<file path="src/rtl/core/whb_pkg.sv">
`timescale 1ns / 1ps
`default_nettype none

package whb_pkg;

    localparam logic [1:0] REQ_ADD        = 2'd0;
    localparam logic [1:0] REQ_READ       = 2'd1;
    localparam logic [1:0] REQ_READ_CLEAR = 2'd2;

    localparam logic [2:0] CFG_LOG_MODE      = 3'd0;
    localparam logic [2:0] CFG_WEIGHTED_MODE = 3'd1;
    localparam logic [2:0] CFG_BIN_COUNT     = 3'd2;
    localparam logic [2:0] CFG_RANGE_START   = 3'd3;
    localparam logic [2:0] CFG_BINS_PER_UNIT = 3'd4;

    localparam logic [11:0] BIN_COUNT_RST     = 12'd4095;
    localparam logic [31:0] BINS_PER_UNIT_RST = 32'd65536;

    // Commands from the controller to the datapath, one step per flag.
    typedef struct packed {
        logic clr_en;
        logic load;
        logic lz_en;
        logic key_en;
        logic mul_en;
        logic bin_en;
        logic rd_en;
        logic upd_en;
    } whb_cmd_t;

    typedef struct packed {
        logic clr_last;
    } whb_status_t;

    // Fractional part of log2(1 + j / 2^lbits) in Q0.16, by repeated squaring.
    function automatic logic [15:0] whb_log_entry(input int j, input int lbits);
        logic [63:0] m;
        logic [15:0] r;
        m = (64'd1 << 30) + (64'(j) << (30 - lbits));
        r = '0;
        for (int k = 0; k < 16; k++) begin
            m = (m * m) >> 30;
            r = {r[14:0], 1'b0};
            if (m >= (64'd1 << 31)) begin
                r = r | 16'd1;
                m = m >> 1;
            end
        end
        return r;
    endfunction

endpackage

`default_nettype wire

</file>
<file path="src/rtl/core/whb_ctrl.sv">
`timescale 1ns / 1ps
`default_nettype none

module whb_ctrl
    import whb_pkg::*;
(
    input  wire logic        aclk,
    input  wire logic        aresetn,
    input  wire logic        s_tvalid,
    output logic             s_tready,
    output logic             m_tvalid,
    input  wire logic        m_tready,
    input  whb_status_t      status,
    output whb_cmd_t         cmd
);

    typedef enum logic [2:0] {
        S_CLEAR, S_IDLE, S_LZ, S_KEY, S_MUL, S_BIN, S_RD, S_UPD
    } state_t;

    state_t state_reg;
    logic   out_valid_reg;
    logic   upd_go;

    assign upd_go   = (state_reg == S_UPD) && (!out_valid_reg || m_tready);
    assign s_tready = (state_reg == S_IDLE);
    assign m_tvalid = out_valid_reg;

    always_comb begin
        cmd        = '0;
        cmd.clr_en = (state_reg == S_CLEAR);
        cmd.load   = (state_reg == S_IDLE) && s_tvalid;
        cmd.lz_en  = (state_reg == S_LZ);
        cmd.key_en = (state_reg == S_KEY);
        cmd.mul_en = (state_reg == S_MUL);
        cmd.bin_en = (state_reg == S_BIN);
        cmd.rd_en  = (state_reg == S_RD);
        cmd.upd_en = upd_go;
    end

    always_ff @(posedge aclk) begin
        if (!aresetn) begin
            state_reg     <= S_CLEAR;
            out_valid_reg <= 1'b0;
        end else begin
            if (upd_go) begin
                out_valid_reg <= 1'b1;
            end else if (m_tready) begin
                out_valid_reg <= 1'b0;
            end
            unique case (state_reg)
                S_CLEAR: if (status.clr_last) state_reg <= S_IDLE;
                S_IDLE:  if (s_tvalid) state_reg <= S_LZ;
                S_LZ:    state_reg <= S_KEY;
                S_KEY:   state_reg <= S_MUL;
                S_MUL:   state_reg <= S_BIN;
                S_BIN:   state_reg <= S_RD;
                S_RD:    state_reg <= S_UPD;
                S_UPD:   if (upd_go) state_reg <= S_IDLE;
                default: state_reg <= S_IDLE;
            endcase
        end
    end

endmodule

`default_nettype wire

</file>
<file path="config.mk">
export PLATFORM = sky130hd
export DESIGN_NAME = whb_ctrl
export DESIGN_NICKNAME = d
export VERILOG_FILES = /design/src/rtl/core/whb_pkg.sv /design/src/rtl/core/whb_ctrl.sv
export SDC_FILE = /design/constraint.sdc
export NUM_CORES = 1
export LEC_CHECK = 0
export CAP_MARGIN = 20
export CELL_PAD_IN_SITES_DETAIL_PLACEMENT = 1
export CELL_PAD_IN_SITES_GLOBAL_PLACEMENT = 2
export CORE_AREA = 2 2 39 41
export CTS_BUF_LIST = sky130_fd_sc_hd__clkbuf_4 sky130_fd_sc_hd__clkbuf_8
export DETAILED_ROUTE_END_ITERATION = 10
export DIE_AREA = 0 0 41 43
export DONT_BUFFER_PORTS = 1
export PLACE_DENSITY_LB_ADDON = 0.1
export SLEW_MARGIN = 0
export SYNTH_ARGS = -nofsm -noshare
export SYNTH_HDL_FRONTEND = slang
export SYNTH_SLANG_ARGS = --single-unit
</file>
<file path="constraint.sdc">
create_clock -name aclk -period 2.1 [get_ports aclk]
set_clock_uncertainty 0.15 [all_clocks]
set_input_delay 0.21 -clock aclk [delete_from_list [all_inputs] [get_ports aclk]]
set_output_delay 0.21 -clock aclk [all_outputs]
set_load 0.02 [all_outputs]
</file>
==> results by group, run 1 <==
Drt
  • DRC violations left: 0
  • Via count: 244
  • Post-detailed-routing wire length: 652 µm
  • Antenna-violating nets left: 0
  • Pre-antenna DRT Iters: 4
  • Count of routing violations after the opening detailed-route iteration: 5
  • Avg WL per Cell: 12.5 µm
  • Via count normalized by instance count: 4.69

Placement
  • Placer's final routability congestion estimate: 0.612
  • Count of buffers inserted at the top-level ports: 0
  • HPWL after DPL: 468 µm
  • DP Area: 295 µm²
  • Post-Place Setup Slack: 600 ps
  • Number of placed cells counting well taps: 48

STA
  • Worst Tran Pin Value: 641 ps
  • Hold slack: 67.7 ps
  • Setup repair after global routing missed its margin: no
  • Crit path time final: 1700 ps
  • Final period utilization: 81.0%
  • Setup Total Neg Slack: 0 ps
  • Final count of hold timing violations: 0
  • Setup violations, final: 0
  • Worst rel slew slack: 57.0%
  • Worst path setup slack after routing: 399 ps
  • Fmax: 588 MHz
  • Count of final max-slew check failures: 0

Worst setup path
  • Top cell family by delay on the critical path: flip-flops
  • Endpoint required time on the critical path: 1740 ps
  • Worst path cell trace: nand3_1, nor2_1
  • Start-to-end type of the worst setup path: flop to output port
  • Crit-path max FO: 13
  • Slowest stage cell on the critical path: sky130_fd_sc_hd__dfxtp_1
  • Critical Path Sink Type: output port
  • Bufs and invs on worst path: 0
  • Slack of the worst reg-to-reg path: 610 ps
  • Type of element launching the critical path: flop
  • Data arrival time of the critical path: 1340 ps
  • Critical path's largest stage delay: 580 ps

Status
  • Result of the run: completed

Finish
  • Count of placed standard cells in the final layout, fillers left out: 52
  • Share of post-route cells with drive strength above 1: 25.0%
  • Area added between synthesis and finish: 12.9%
  • Final Net Count: 43
  • Core Util, Final: 23.7%
  • Diodes inserted: 0
  • Number of flip-flops under the largest register name: 3
  • Final Cell Area: 328 µm²

CTS
  • TritonCTS clock tree: yes
  • TritonCTS sink count: 4
  • Deepest clock path buffer count: 2
  • Cell chosen for the clock root: sky130_fd_sc_hd__clkbuf_4
  • Worst-skew pair later-pin latency: 230 ps
  • Total setup buffers inserted after CTS: 0
  • Clk slew on worst S/H paths: 30 ps
  • Post-cts hold buffer count: 1
  • Clock buffer count from CTS: 3
  • Number of resized instances in the post-cts repair step: 0
  • H-tree Lvls: 1

Global routing
  • Maximum number of pins on one net before global-route repair: 15
  • Busiest layer in global routing: met2
  • Global routing met3 resource utilization: 2.62%
  • Overall Global Routing Usage: 9.22%
  • Met1 capacity usage during global routing: 10.9%
  • Number of antenna violations at the first check in global routing: 0
  • Remaining Overflow, GRT: 0
  • First-pass GRT wire length: 1.07 mm
  • Number of global-route vias before repair: 256
  • GR met2 Demand/Resource: 12.8%

Synthesis
  • Synth Warn #: 0
  • Count of distinct cell types in the synthesized netlist: 19
  • Cell area after technology mapping: 290 µm²
  • Post-synth EDFFs: 0
  • Cell taking the most area after synthesis: sky130_fd_sc_hd__dfxtp_1
  • Top cells by area, synth: sky130_fd_sc_hd__dfxtp_1 28%, sky130_fd_sc_hd__nor2b_1 8.6%, sky130_fd_sc_hd__buf_6 7.8%, sky130_fd_sc_hd__nor3b_1 7.8%, sky130_fd_sc_hd__and3b_1 6.0%
  • Top-area cell type share of the netlist area: 27.6%
  • Number of nets produced by synthesis: 38
  • Synth Flop Type: sky130_fd_sc_hd__dfxtp_1
  • Number of instances in the synthesized netlist: 33
  • Avg Inst Size Synth: 8.80 µm²
  • Flip-flop and latch count after synthesis: 4
  • Sequential cell area fraction in the yosys report: 27.6%
  • Top cells by count, synth: 4 x sky130_fd_sc_hd__dfxtp_1, 4 x sky130_fd_sc_hd__nor2b_1, 3 x sky130_fd_sc_hd__nor3b_1
  • Fraction of registers with async set or reset after synthesis: 0%

Job
  • Number of max-cap violations: 0

Floorplan
  • Ports: 15
  • Starting density of the core: 21.0%
  • Standard cell core area: 0.00138 mm²
  • Vert. Die Dim: 43 µm
  • Total Die Area: 0.00176 mm²
  • Floorplan row count: 14
  • Chip Width: 41 µm

Power
  • Peak supply drop: 0.000242 V
  • Static Leak: 0.141 nW
  • Power density over the cells: 723 mW/mm²
  • Total chip power: 0.237 mW

Min path
  • Min-delay worst type: input port to flop
-- power by group --
| part | switching [mW] | internal [mW] | leakage, nW |
|---|---|---|---|
| logic | 0.0244 | 0.0232 | 0.0948 |
| registers | 0.0163 | 0.0812 | 0.0327 |
| clock network | 0.0281 | 0.0637 | 0.0138 |
-- final timing paths --
kind	start	endpoint	cells after the start
max reg2reg	state_reg[1]	state_reg[2]	3
max	state_reg[1]	cmd[0]	2
min	s_tvalid	state_reg[0]	2
min reg2reg	state_reg[2]	state_reg[2]	2
-- cells by family after synthesis --
| family | synth area share, % |
|---|---|
| and+or+nand+nor | 40.9 |
| AOI/OAI and AO/OA | 13.4 |
| DFF | 27.6 |
| buffers and inverters | 12.9 |
| muxes | 5.17 |
-- per-layer routing --
layer	share of wire, %	wire (µm)	vias up
met1	46	303	112
li1	-	-	122
met2	45	295	10
met5	0	0	-
met3	8.1	53	0
met4	0	0	0
-- cell type report --
class / count / area (µm²)
timing repair buffer: 4 / 32.5
multi-input combinational: 25 / 173
sequential: 4 / 80.1
tap: 16 / 20.0
fill: 175 / 1060
clock buffer: 3 / 22.5
-- layout by cell type (no fill, tap or decap), drive strengths merged --
| master | instances |
|---|---|
| nor2 | 2 |
| dlygate4sd3 | 1 |
| and3b | 2 |
| o21ai | 1 |
| nand2 | 2 |
| and2 | 1 |
| clkbuf | 3 |
| nor3 | 2 |
| a21boi | 1 |
| a31oi | 1 |
| nand3 | 1 |
| a21oi | 2 |
| buf | 3 |
| mux2 | 1 |
| nor3b | 4 |
| nor2b | 4 |
| o211a | 1 |
| dfxtp | 4 |
No activity file was read; power rests on OpenSTA's default activity.
==> inputs of run 2 (changes only) <==
- clock period: 2.1 -> 1.6 ns (I/O delays scaled with it)
==> results by group, run 2 (synthesis gave the netlist of run 1 again) <==
Global routing
  • Maximum number of pins on one net before global-route repair: 15 (unchanged)
  • First-pass GRT wire length: 1.12 mm (was 1.07 mm)
  • Number of antenna violations at the first check in global routing: 0 (unchanged)
  • Overall Global Routing Usage: 9.45% (was 9.22%)
  • Number of global-route vias before repair: 245 (was 256)
  • Remaining Overflow, GRT: 0 (unchanged)

Power
  • Static Leak: 0.162 nW (was 0.141 nW)
  • Peak supply drop: 0.000302 V (was 0.000242 V)
  • Power density over the cells: 895 mW/mm² (was 723 mW/mm²)

Placement
  • Number of placed cells counting well taps: 51 (was 48)
  • Count of buffers inserted at the top-level ports: 0 (unchanged)
  • Placer's final routability congestion estimate: 0.613 (was 0.612)
  • DP Area: 318 µm² (was 295 µm²)
  • HPWL after DPL: 456 µm (was 468 µm)

Floorplan
  • Floorplan row count: 14 (unchanged)
  • Chip Width: 41 µm (unchanged)
  • Total Die Area: 0.00176 mm² (unchanged)
  • Ports: 15 (unchanged)
  • Standard cell core area: 0.00138 mm² (unchanged)
  • Vert. Die Dim: 43 µm (unchanged)
  • Starting density of the core: 21.0% (unchanged)

CTS
  • Total setup buffers inserted after CTS: 0 (unchanged)
  • Clock buffer count from CTS: 3 (unchanged)
  • Cell chosen for the clock root: sky130_fd_sc_hd__clkbuf_4 (unchanged)
  • TritonCTS sink count: 4 (unchanged)
  • H-tree Lvls: 1 (unchanged)
  • Clk slew on worst S/H paths: 40 ps (was 30 ps)
  • Deepest clock path buffer count: 2 (unchanged)
  • TritonCTS clock tree: yes (unchanged)
  • Worst-skew pair later-pin latency: 240 ps (was 230 ps)

STA
  • Count of final max-slew check failures: 0 (unchanged)
  • Worst rel slew slack: 74.9% (was 57.0%)
  • Setup repair after global routing missed its margin: no (unchanged)
  • Final period utilization: 91.6%
  • Worst Tran Pin Value: 375 ps (was 641 ps)
  • Setup Total Neg Slack: 0 ps (unchanged)
  • Setup violations, final: 0 (unchanged)
  • Final count of hold timing violations: 0 (unchanged)
  • Fmax: 682 MHz
  • Crit path time final: 1470 ps

Drt
  • Post-detailed-routing wire length: 677 µm (was 652 µm)
  • DRC violations left: 0 (unchanged)
  • Avg WL per Cell: 12.1 µm (was 12.5 µm)
  • Via count: 254 (was 244)
  • Via count normalized by instance count: 4.54 (was 4.69)
  • Pre-antenna DRT Iters: 4 (unchanged)
  • Count of routing violations after the opening detailed-route iteration: 1 (was 5)
  • Antenna-violating nets left: 0 (unchanged)

Worst setup path
  • Data arrival time of the critical path: 1160 ps (was 1340 ps)
  • Bufs and invs on worst path: 0 (unchanged)
  • Critical Path Sink Type: output port (unchanged)
  • Slowest stage cell on the critical path: sky130_fd_sc_hd__dfxtp_2 (was sky130_fd_sc_hd__dfxtp_1)
  • Endpoint required time on the critical path: 1290 ps (was 1740 ps)
  • Crit-path max FO: 14 (was 13)
  • Top cell family by delay on the critical path: simple AND/OR/NAND/NOR gates (was flip-flops)
  • Critical path's largest stage delay: 450 ps (was 580 ps)
  • Start-to-end type of the worst setup path: flop to output port (unchanged)
  • Worst path cell trace: nor3b_2, and2_1 (was nand3_1, nor2_1)
  • Type of element launching the critical path: flop (unchanged)

Finish
  • Count of fill cells added during filler insertion: 177 (was 175)
  • Top library cells by usage in the layout, fill and taps aside: 6 x sky130_fd_sc_hd__buf_4, 4 x sky130_fd_sc_hd__nor2b_1, 3 x sky130_fd_sc_hd__nor3b_1, 3 x sky130_fd_sc_hd__clkbuf_4, 3 x sky130_fd_sc_hd__dfxtp_2 (was 4 x sky130_fd_sc_hd__nor2b_1, 4 x sky130_fd_sc_hd__dfxtp_1, 3 x sky130_fd_sc_hd__nor3b_1, 3 x sky130_fd_sc_hd__clkbuf_4, 3 x sky130_fd_sc_hd__buf_4)
  • Share of post-route cells with drive strength above 1: 37.5% (was 25.0%)
  • Core Util, Final: 26.3% (was 23.7%)
  • Count of placed standard cells in the final layout, fillers left out: 56 (was 52)
  • Number of flip-flops under the largest register name: 3 (unchanged)
  • Area added between synthesis and finish: 25.4% (was 12.9%)
  • Most common library cell in the layout ignoring fill and taps: sky130_fd_sc_hd__buf_4
  • Diodes inserted: 0 (unchanged)
  • Final Cell Area: 364 µm² (was 328 µm²)
  • Final Net Count: 47 (was 43)

Job
  • Number of max-cap violations: 0 (unchanged)

Status
  • Result of the run: completed (unchanged)

Min path
  • Min-delay worst type: input port to flop (unchanged)
-- run 2: cell types whose count changed in the layout (fill, tap and decap cells not counted) --
| cell | before | now |
|---|---|---|
| sky130_fd_sc_hd__dlygate4sd3_1 | 1 | 2 |
| sky130_fd_sc_hd__dfxtp_1 | 4 | 1 |
| sky130_fd_sc_hd__buf_4 | 3 | 6 |
| sky130_fd_sc_hd__dfxtp_2 | 0 | 3 |
-- run 2: what timing repair did --
action	in CTS	in global routing
gates resized for setup	3	0
hold buffers	2	0
endpoints found under the setup margin	2	0
endpoints found under the hold margin	4	0
-- run 2: power by group --
| group | internal, mW | switching, mW | total (mW) |
|---|---|---|---|
| clock network | 0.0840 | 0.0427 | 0.127 |
| registers | 0.108 | 0.0207 | 0.129 |
| logic | 0.0375 | 0.0331 | 0.0706 |
-- run 2: worst paths after layout --
kind / startpoint / to / slack, ps / cells past startpoint
max: state_reg[0] / cmd[6] / 130 / 2
min: m_tready / m_tvalid / 30 / 3
max reg2reg: state_reg[1] / state_reg[1] / 340 / 3
min reg2reg: state_reg[2] / state_reg[2] / 480 / 2
-- run 2: worst reg2reg max path, delay by kind of cell (launching register included) --
kind / cells / cell delay, ps
DFF: 1 / 460
AOI/OAI and AO/OA: 2 / 240
and+or+nand+nor: 1 / 300
-- run 2: metal layers --
| metal | vias to the layer above | wire [µm] | GRT usage [%] |
|---|---|---|---|
| li1 | 129 | - | - |
| met2 | 10 | 309 | 11.6 |
| met5 | - | 0 | 0 |
| met4 | 0 | 0 | 8.00 |
| met1 | 115 | 320 | 13.5 |
| met3 | 0 | 47 | 1.57 |
-- run 2: area by class of cell --
class | instances | area, µm² | area share [%]
multi-input combinational | 25 | 173 | 47.4
sequential | 4 | 83.8 | 23.0
timing repair buffer | 8 | 65.1 | 17.9
clock buffer | 3 | 22.5 | 6.19
tap | 16 | 20.0 | 5.50
-- run 2: through the flow --
stage / hold slack (ps) / setup WS (ps) / power [mW]
2_1_floorplan: 138 / 164 / 0.183
3_3_place_gp: 146 / 221 / 0.194
3_5_place_dp: 153 / 191 / 0.195
4_1_cts: 27.7 / 104 / 0.335
5_1_grt: 49.4 / 17.5 / 0.347
6_report: 33.2 / 134 / 0.326
==> inputs of run 3 (changes only) <==
- clock period: 1.6 -> 1.86 ns (I/O delays scaled with it)
==> results by group, run 3 (synthesis gave the netlist of run 1 again) <==
STA
  • Final period utilization: 91.3%
  • Setup repair after global routing missed its margin: no (unchanged)
  • Setup violations, final: 0 (unchanged)
  • Crit path time final: 1700 ps
  • Final count of hold timing violations: 0 (unchanged)
  • Count of final max-slew check failures: 0 (unchanged)
  • Worst Tran Pin Value: 459 ps (was 375 ps)
  • Setup Total Neg Slack: 0 ps (unchanged)
  • Fmax: 589 MHz
  • Worst path setup slack after routing: 162 ps (was 134 ps)
  • Worst rel slew slack: 69.3% (was 74.9%)

CTS
  • Cell chosen for the clock root: sky130_fd_sc_hd__clkbuf_4 (unchanged)
  • TritonCTS sink count: 4 (unchanged)
  • Worst-skew pair later-pin latency: 230 ps (was 240 ps)
  • Total setup buffers inserted after CTS: 0 (unchanged)
  • Clk slew on worst S/H paths: 40 ps (about the same)
  • Clock buffer count from CTS: 3 (unchanged)
  • Deepest clock path buffer count: 2 (unchanged)
  • TritonCTS clock tree: yes (unchanged)
  • H-tree Lvls: 1 (unchanged)

Worst setup path
  • Critical R2R Launch: state_reg[1] (unchanged)
  • Crit-path max FO: 13 (was 14)
  • Start-to-end type of the worst setup path: flop to output port (unchanged)
  • Slack of the worst reg-to-reg path: 340 ps (about the same)
  • Type of element launching the critical path: flop (unchanged)
  • Worst reg2reg endpoint: state_reg[2] (was state_reg[1])
  • Register-to-Register Path Depth: 3 (unchanged)
  • Critical Path Sink Type: output port (unchanged)
  • Endpoint required time on the critical path: 1520 ps (was 1290 ps)
  • Data arrival time of the critical path: 1360 ps (was 1160 ps)

Min path
  • Count of cells along the worst hold path: 2 (was 3)
  • Capture endpoint of the worst hold path: state_reg[0] (was m_tvalid)
  • Critical hold path startpoint: s_tvalid (was m_tready)
  • Min-delay worst type: input port to flop (unchanged)

Drt
  • Antenna-violating nets left: 0 (unchanged)
  • Via count normalized by instance count: 4.96 (was 4.54)
  • Avg WL per Cell: 13.5 µm (was 12.1 µm)
  • Via count: 263 (was 254)
  • Post-detailed-routing wire length: 713 µm (was 677 µm)
  • Pre-antenna DRT Iters: 2 (was 4)
  • DRC violations left: 0 (unchanged)
  • Count of routing violations after the opening detailed-route iteration: 1 (unchanged)

Power
  • Peak supply drop: 0.000267 V (was 0.000302 V)
  • Share of power burned in combinational logic: 21.6% (was 21.7%)
  • Part of the total power dissipated in the clock network: 38.1% (was 38.9%)
  • Power density over the cells: 820 mW/mm² (was 895 mW/mm²)
  • Internal power contribution: 0.194 mW (was 0.229 mW)
  • Static Leak: 0.146 nW (was 0.162 nW)
  • Power share of the sequential group: 40.3% (was 39.5%)
  • Total chip power: 0.275 mW (was 0.326 mW)
  • Sw frac: 29.3% (was 29.6%)
  • Switching power of the nets: 0.0807 mW (was 0.0965 mW)

Placement
  • Placer's final routability congestion estimate: 0.588 (was 0.613)
  • Number of placed cells counting well taps: 49 (was 51)
  • Count of buffers inserted at the top-level ports: 0 (unchanged)
  • Post-Place Setup Slack: 342 ps (was 191 ps)

Global routing
  • Maximum number of pins on one net before global-route repair: 15 (unchanged)
  • Overall Global Routing Usage: 9.52% (was 9.45%)
  • Number of global-route vias before repair: 249 (was 245)
  • Remaining Overflow, GRT: 0 (unchanged)
  • Number of antenna violations at the first check in global routing: 0 (unchanged)
  • First-pass GRT wire length: 1.09 mm (was 1.12 mm)

Finish
  • Number of flip-flops under the largest register name: 3 (unchanged)
  • Count of placed standard cells in the final layout, fillers left out: 53 (was 56)
  • Area added between synthesis and finish: 15.5% (was 25.4%)
  • Core Util, Final: 24.2% (was 26.3%)
  • Diodes inserted: 0 (unchanged)
  • Share of post-route cells with drive strength above 1: 27.0% (was 37.5%)
  • Final Net Count: 44 (was 47)
  • Top library cells by usage in the layout, fill and taps aside: 4 x sky130_fd_sc_hd__nor2b_1, 4 x sky130_fd_sc_hd__dfxtp_1, 4 x sky130_fd_sc_hd__buf_4 (was 6 x sky130_fd_sc_hd__buf_4, 4 x sky130_fd_sc_hd__nor2b_1, 3 x sky130_fd_sc_hd__nor3b_1, 3 x sky130_fd_sc_hd__clkbuf_4, 3 x sky130_fd_sc_hd__dfxtp_2)

Floorplan
  • Starting density of the core: 21.0% (unchanged)
  • Floorplan row count: 14 (unchanged)
  • Ports: 15 (unchanged)
  • Chip Width: 41 µm (unchanged)
  • Vert. Die Dim: 43 µm (unchanged)
  • Total Die Area: 0.00176 mm² (unchanged)
  • Standard cell core area: 0.00138 mm² (unchanged)

Status
  • Result of the run: completed (unchanged)

Job
  • Number of max-cap violations: 0 (unchanged)
-- run 3: timing repair --
item / CTS / global route
hold buffers: 1 / 0
gates resized for setup: 0 / 0
hold endpoints to repair: 4 / 0
-- run 3: cell type report --
type	instances	area, µm²
clock buffers	3	22.5
repair buffers	5	40.0
well taps	16	20.0
fillers	172	1050
flip-flops and latches	4	80.1
multi-input cells	25	173
-- run 3: metal layers --
metal	GRT usage (%)	vias to the layer above	part of all wire, %
li1	-	126	-
met1	12.8	124	47
met2	11.9	13	43
met3	4.19	0	9.7
met4	6.00	0	0
met5	0	-	0
-- run 3: how the worst max path moves through the flow --
stage | depth (start not counted) | to | slack [ps] | from
5_1_grt | 2 | cmd[6] | 20 | state_reg[0]
3_3_place_gp | 3 | state_reg[2] | 360 | state_reg[1]
3_5_place_dp | 3 | state_reg[2] | 340 | state_reg[1]
6_report | 2 | cmd[0] | 160 | state_reg[1]
4_1_cts | 2 | cmd[0] | 130 | state_reg[1]
2_1_floorplan | 3 | cmd[6] | 400 | state_reg[1]
-- run 3: stage by stage --
stage          cell area (µm²)  hold slack [ps]
2_1_floorplan              290              164
5_1_grt                    335             44.4
3_3_place_gp               303              177
6_report                   335             34.8
4_1_cts                    335             25.9
3_5_place_dp               303              175
-- run 3: power by group through the flow --
stage / logic, mW / clock network [mW] / registers, mW
after global placement: 0.0569 / 0 / 0.111
final: 0.0594 / 0.105 / 0.111
after floorplan: 0.0595 / 0 / 0.0978
after CTS: 0.0602 / 0.109 / 0.111
after global routing: 0.0664 / 0.115 / 0.113
after detailed placement: 0.0575 / 0 / 0.112
-- run 3: worst max-delay path, cell delays in order, from the launching register on --
cell and delay, ps:
sky130_fd_sc_hd__dfxtp_1 590, sky130_fd_sc_hd__nand3_1 160, sky130_fd_sc_hd__nor2_1 370
